--- src/rtl/usd_pkg.sv ---
// ---------------------------------------------------------------------------
// UTF-8 stream decoder package
// Status codes and field widths shared by the decoder and its checker.
// ---------------------------------------------------------------------------
package usd_pkg;

   localparam int unsigned CP_W  = 31;
   localparam int unsigned LEN_W = 3;

   typedef enum logic [1:0] {
      STATUS_OK        = 2'd0,
      STATUS_BAD_LEAD  = 2'd1,
      STATUS_TRUNCATED = 2'd2
   } status_type;

   localparam logic [LEN_W-1:0] MAX_SEQ_LEN = 3'd6;

endpackage

--- src/rtl/utf8_stream_decoder.sv ---
// ---------------------------------------------------------------------------
// UTF-8 stream decoder
// Decodes legacy UTF-8 with lead forms of one to six bytes, one word per cycle
// unless a held result stalls it; reports code point, sequence length, status.
// ---------------------------------------------------------------------------
//
//   channel   direction   handshake              payload
//   req       in          req_valid/req_ready    req_in_byte, req_end_of_buffer
//   rsp       out         rsp_valid/rsp_ready    rsp_code_point, rsp_seq_length,
//                                                rsp_status
//
// One word is taken per cycle unless the input register is held; a result
// passes from the input register to the output register, where it is valid.
// The decoder keeps the partial code point and the bytes still needed in
// registers that are updated as each word leaves the input register.
// A held result stalls only words that would produce a new result.
// Reset clears the input and output valid flags and returns the decoder
// to idle.
//
module utf8_stream_decoder
   import usd_pkg::*;
(
   input  logic                clock,
   input  logic                reset,
   input  logic                req_valid,
   output logic                req_ready,
   input  logic [7:0]          req_in_byte,
   input  logic                req_end_of_buffer,
   output logic                rsp_valid,
   input  logic                rsp_ready,
   output logic [CP_W-1:0]     rsp_code_point,
   output logic [LEN_W-1:0]    rsp_seq_length,
   output logic [1:0]          rsp_status
);

   logic              in_valid_ff, in_valid_in;
   logic [7:0]        in_byte_ff;
   logic              in_eob_ff;

   logic [CP_W-1:0]   partial_ff, partial_in;
   logic [LEN_W-1:0]  remain_ff, remain_in;
   logic [LEN_W-1:0]  size_ff, size_in;

   logic              out_valid_ff, out_valid_in;
   logic [CP_W-1:0]   out_cp_ff;
   logic [LEN_W-1:0]  out_len_ff;
   status_type        out_status_ff;

   logic              emit;
   logic [CP_W-1:0]   emit_cp;
   logic [LEN_W-1:0]  emit_len;
   status_type        emit_status;
   logic              advance;
   logic [CP_W-1:0]   shifted;
   logic [LEN_W-1:0]  remain_dec;
   logic [LEN_W-1:0]  lead_len;
   logic [7:0]        lead_mask;
   logic              lead_bad;

   always_comb begin
      lead_len  = '0;
      lead_mask = '0;
      lead_bad  = 1'b0;
      unique casez (in_byte_ff)
         8'b0???????: begin lead_len = 3'd1; lead_mask = 8'h7F; end
         8'b110?????: begin lead_len = 3'd2; lead_mask = 8'h1F; end
         8'b1110????: begin lead_len = 3'd3; lead_mask = 8'h0F; end
         8'b11110???: begin lead_len = 3'd4; lead_mask = 8'h07; end
         8'b111110??: begin lead_len = 3'd5; lead_mask = 8'h03; end
         8'b1111110?: begin lead_len = 3'd6; lead_mask = 8'h01; end
         default:     begin lead_bad = 1'b1; end
      endcase
   end

   assign shifted    = {partial_ff[CP_W-7:0], in_byte_ff[5:0]};
   assign remain_dec = remain_ff - 3'd1;

   always_comb begin
      emit        = 1'b0;
      emit_cp     = '0;
      emit_len    = '0;
      emit_status = STATUS_OK;
      partial_in  = partial_ff;
      remain_in   = remain_ff;
      size_in     = size_ff;
      if (remain_ff != '0) begin
         if (remain_dec == '0) begin
            emit       = 1'b1;
            emit_cp    = shifted;
            emit_len   = size_ff;
            partial_in = '0;
            remain_in  = '0;
            size_in    = '0;
         end else if (in_eob_ff) begin
            emit        = 1'b1;
            emit_status = STATUS_TRUNCATED;
            partial_in  = '0;
            remain_in   = '0;
            size_in     = '0;
         end else begin
            partial_in = shifted;
            remain_in  = remain_dec;
         end
      end else if (lead_bad) begin
         emit        = 1'b1;
         emit_status = STATUS_BAD_LEAD;
      end else if (lead_len == 3'd1) begin
         emit     = 1'b1;
         emit_cp  = {{(CP_W-8){1'b0}}, in_byte_ff};
         emit_len = lead_len;
      end else if (in_eob_ff) begin
         emit        = 1'b1;
         emit_status = STATUS_TRUNCATED;
         partial_in  = '0;
         remain_in   = '0;
         size_in     = '0;
      end else begin
         partial_in = {{(CP_W-8){1'b0}}, in_byte_ff & lead_mask};
         remain_in  = lead_len - 3'd1;
         size_in    = lead_len;
      end
   end

   assign advance      = in_valid_ff && (!emit || !out_valid_ff || rsp_ready);
   assign req_ready    = !in_valid_ff || advance;
   assign in_valid_in  = req_valid || (in_valid_ff && !advance);
   assign out_valid_in = (advance && emit) || (out_valid_ff && !rsp_ready);

   always_ff @(posedge clock) begin
      if (reset) begin
         in_valid_ff  <= 1'b0;
         out_valid_ff <= 1'b0;
         partial_ff   <= '0;
         remain_ff    <= '0;
         size_ff      <= '0;
      end else begin
         in_valid_ff  <= in_valid_in;
         out_valid_ff <= out_valid_in;
         if (advance) begin
            partial_ff <= partial_in;
            remain_ff  <= remain_in;
            size_ff    <= size_in;
         end
      end
   end

   always_ff @(posedge clock) begin
      if (req_valid && req_ready) begin
         in_byte_ff <= req_in_byte;
         in_eob_ff  <= req_end_of_buffer;
      end
      if (advance && emit) begin
         out_cp_ff     <= emit_cp;
         out_len_ff    <= emit_len;
         out_status_ff <= emit_status;
      end
   end

   assign rsp_valid      = out_valid_ff;
   assign rsp_code_point = out_cp_ff;
   assign rsp_seq_length = out_len_ff;
   assign rsp_status     = out_status_ff;

endmodule

--- config.mk ---
export PLATFORM = sky130hd
export DESIGN_NAME = utf8_stream_decoder
export DESIGN_NICKNAME = d
export VERILOG_FILES = /design/src/rtl/usd_pkg.sv /design/src/rtl/utf8_stream_decoder.sv
export SDC_FILE = /design/constraint.sdc
export NUM_CORES = 1
export LEC_CHECK = 0
export ABC_AREA = 1
export BUFFER_PORTS_ARGS = -buffer_cell sky130_fd_sc_hd__buf_4
export CELL_PAD_IN_SITES_DETAIL_PLACEMENT = 0
export CELL_PAD_IN_SITES_GLOBAL_PLACEMENT = 1
export CORE_MARGIN = 5
export CORE_UTILIZATION = 23
export CTS_CLUSTER_SIZE = 25
export DETAILED_ROUTE_END_ITERATION = 12
export PLACE_DENSITY = 0.46
export RECOVER_POWER = 25
export SLEW_MARGIN = 20
export SYNTH_ARGS = -nofsm -noshare
export SYNTH_HDL_FRONTEND = slang
export SYNTH_SLANG_ARGS = --single-unit
--- constraint.sdc ---
create_clock -name clock -period 3.5 [get_ports clock]
set_input_delay 0.175 -clock clock [delete_from_list [all_inputs] [get_ports clock]]
set_output_delay 0.175 -clock clock [all_outputs]
set_load 0.01 [all_outputs]
==> results.md <==
- Status: finished clean
- Global route overflow: 0
- Clock Sinks: 78
- CTS tree: built
- Clk slew on worst S/H paths: 0.06 ns
- Initial antenna violation count: 0
- Layout cells sized above 1: 13.7%
- Power Dens Cells: 560 nW/um^2
- Pleak: 1.56 nW
- Die area: 16800 sq um
- Hold Crit Class: primary input to flip-flop
- M2 GR Usage: 15.2%
- TritonCTS Buffers: 9
- GRT Resource Usage Total: 9.56%
- Total nets after synthesis: 364
- Routability congestion estimate: 0.798
- Register area share after synthesis: 61.3%
- # setup viols final: 0
- RSZ-0062 raised after global routing: false
- Post-route ant nets: 0
- Height of the chip: 129 um
- Yosys Warn Count: 0
- Max clock buf depth: 2
- WL/cell: 12.7 um
- Sequential share of power: 45.6%
- Clock share of power: 42.9%
- Fill cell count: 1489
- Hpwl dp: 5170 um
- Max-cap violations: 0
- Sw Ratio: 24.0%
- Row count: 43
- Final period util: 80.1%
- DP Area: 3850 sq um
- Worst Setup Start Kind: flip-flop
- Clock root cell: clkbuf_16
- Routed wire length: 7500 um
- FMAX: 0.357 GHz
- Mapped cell area: 3280 sq um
- Synth Instances: 346
- Detailed Routing Iterations Pass 1: 4
- Vias: 2354
- Logic pwr share: 11.5%
- First-pass GRT wire length: 12300 um
- Layout area overhead: 25.8%
- Fin crit period: 2.81 ns
- # nets final: 422
- Slew headroom: 42.3%
- GRT met1 Usage: 12.0%
- Worst EP required: 3.48 ns
- Post-layout instance area: 4130 sq um
- Psw: 0.555 mW
- Most Used Layer, Global Route: met2
- Starting Density: 23.6%
- Distinct cells, synth: 25
- Count of pins over their slew limit: 0
- I/O Buffers: 50
- Critical Path End Type: flip-flop
- Worst Path Arrival: 2.78 ns
- Worst-margin pin slew: 0.864 ns
- Vias per inst: 4.00
- Syn_area_per_cell: 9.49 sq um
- Max Fanout on Critical Path: 36
- GRT met3 Usage: 3.26%
- Clk Latency, worst-skew pair: 0.34 ns
- Gates resized, CTS repair: 0
- Layout Skew: 0.00764 ns
- Fin. Hold Viols: 0
- Vias in the first global route: 2341
- DRC marker count from the first detailed-route iteration: 132
- Crit path kind: flip-flop to flip-flop
- Maximum vdd ir drop: 0.235 mV
- Antenna Cells: 0
- DRC violations left: 0
- I/O Pins: 51
- FF+latch count, synth: 78
- Design Power: 2.31 mW
- H-tree depth: 3
- Core area: 13900 sq um
- TNS Setup: 0 ns
- Internal: 1.76 mW
- Die width: 129 um
- Largest net degree at the start of global routing: 37
## synthesized netlist by cell type, drive strengths merged
master  number  share of area (%)
nor2        68                8.8
inv         53                6.1
edfxtp      45                 41
nand2       39                4.7
a21oi       37                5.8
o21ai       35                5.7
dfxtp       33                 20
clkbuf       9                1.0
nand3        8                1.2
buf          5                1.5
ha           5                1.9
o22ai        3               0.57
or2          2               0.38
nand4        1               0.19
nor3         1               0.15
nor3b        1               0.38
o211ai       1               0.38
## repair_timing
| action | CTS | global route |
|---|---|---|
| buffers inserted | 0 | 0 |
| endpoints found under the hold margin | 7 | 0 |
| hold buffers | 7 | 0 |
## cell type report
type	count	area [sq um]	area share [%]
inverters	53	199	4.82
flip-flops and latches	78	2010	48.7
repair buffers	61	372	9.00
clock inverters	3	40.0	0.970
well taps	180	225	5.46
multi-input cells	201	997	24.2
clock buffers	13	283	6.85
## layer usage
layer	up-vias	wire length (um)
met1	1059	3510
met5	-	0
li1	1238	-
met2	46	3470
met3	11	376
met4	0	133
## state kept, by name (all words and copies together), names as in the netlist
register,cells
in_byte_ff,8
in_eob_ff,1
in_valid_ff,1
partial_ff,25
remain_ff,3
rsp_code_point,31
rsp_seq_length,3
rsp_status,2
rsp_valid,1
size_ff,3
## kinds of logic after synthesis
group / Yosys count / synth area share (%)
AND/OR/NAND/NOR: 120 / 15.8
flip-flops: 78 / 61.3
AO/OA/AOI/OAI: 76 / 12.4
buffers and inverters: 67 / 8.58
adder cells (fa/ha/maj): 5 / 1.91
## per-stage QoR
step / util [%] / std cells / hold slack, ns / worst slack [ns]
after global routing: 29.6 / 589 / 0.0239 / 0.398
after CTS: 30.5 / 589 / 0.000261 / 0.672
final: 29.6 / 589 / 0.0246 / 0.695
after global placement: 27.6 / 566 / 0.353 / 0.777
after floorplan: - / 346 / 0.244 / 0.796
after detailed placement: 27.6 / 566 / 0.354 / 0.692
## path summary, 6_finish.rpt
| path | startpoint | endpoint | slack (ns) | cells past startpoint |
|---|---|---|---|---|
| min reg2reg | partial_ff[19] | partial_ff[19] | 0.45 | 2 |
| max | in_byte_ff[4] | rsp_code_point[27] | 0.69 | 11 |
| min | reset | in_valid_ff | 0.02 | 2 |
| max reg2reg | in_byte_ff[4] | rsp_code_point[27] | 0.69 | 11 |
## critical path, cell delays in order, from the launching register on
cell,delay [ns]
edfxtp_1,0.44
nand2_1,0.13
nor2_1,0.06
o21ai_0,0.52
ha_1,0.26
inv_1,0.04
nor2_1,0.20
o21ai_2,0.13
nand2_1,0.09
nand3_1,0.08
inv_1,0.06
buf_4,0.40
## power by group through the flow
stage	logic [mW]	registers, mW	clock network (mW)
6_report	0.266	1.06	0.993
5_1_grt	0.304	1.06	1.07
4_1_cts	0.289	1.06	1.03
3_5_place_dp	0.282	1.08	0
3_3_place_gp	0.283	1.08	0
2_1_floorplan	0.168	1.09	0
## cells in the final DEF (no fill, tap or decap)
| cell | count |
|---|---|
| nor2_1 | 62 |
| or2_2 | 2 |
| nand3_1 | 8 |
| buf_4 | 13 |
| clkbuf_4 | 9 |
| a21oi_2 | 1 |
| dfxtp_1 | 33 |
| inv_1 | 51 |
| buf_12 | 1 |
| clkbuf_16 | 11 |
| o21ai_0 | 32 |
| o211ai_4 | 1 |
| nand4_1 | 1 |
| nor3b_2 | 1 |
| clkbuf_1 | 33 |
| o22ai_1 | 3 |
| inv_2 | 2 |
| edfxtp_1 | 45 |
| nor2_8 | 1 |
| nand2_2 | 3 |
| nor3_1 | 1 |
| nor2_2 | 4 |
| nand2_1 | 36 |
| clkinv_2 | 2 |
| ha_1 | 5 |
| bufinv_16 | 1 |
| dlygate4sd3_1 | 7 |
| a21oi_1 | 36 |
| o21ai_2 | 3 |
| nor2_4 | 1 |
No activity file was read; power rests on OpenSTA's default activity.
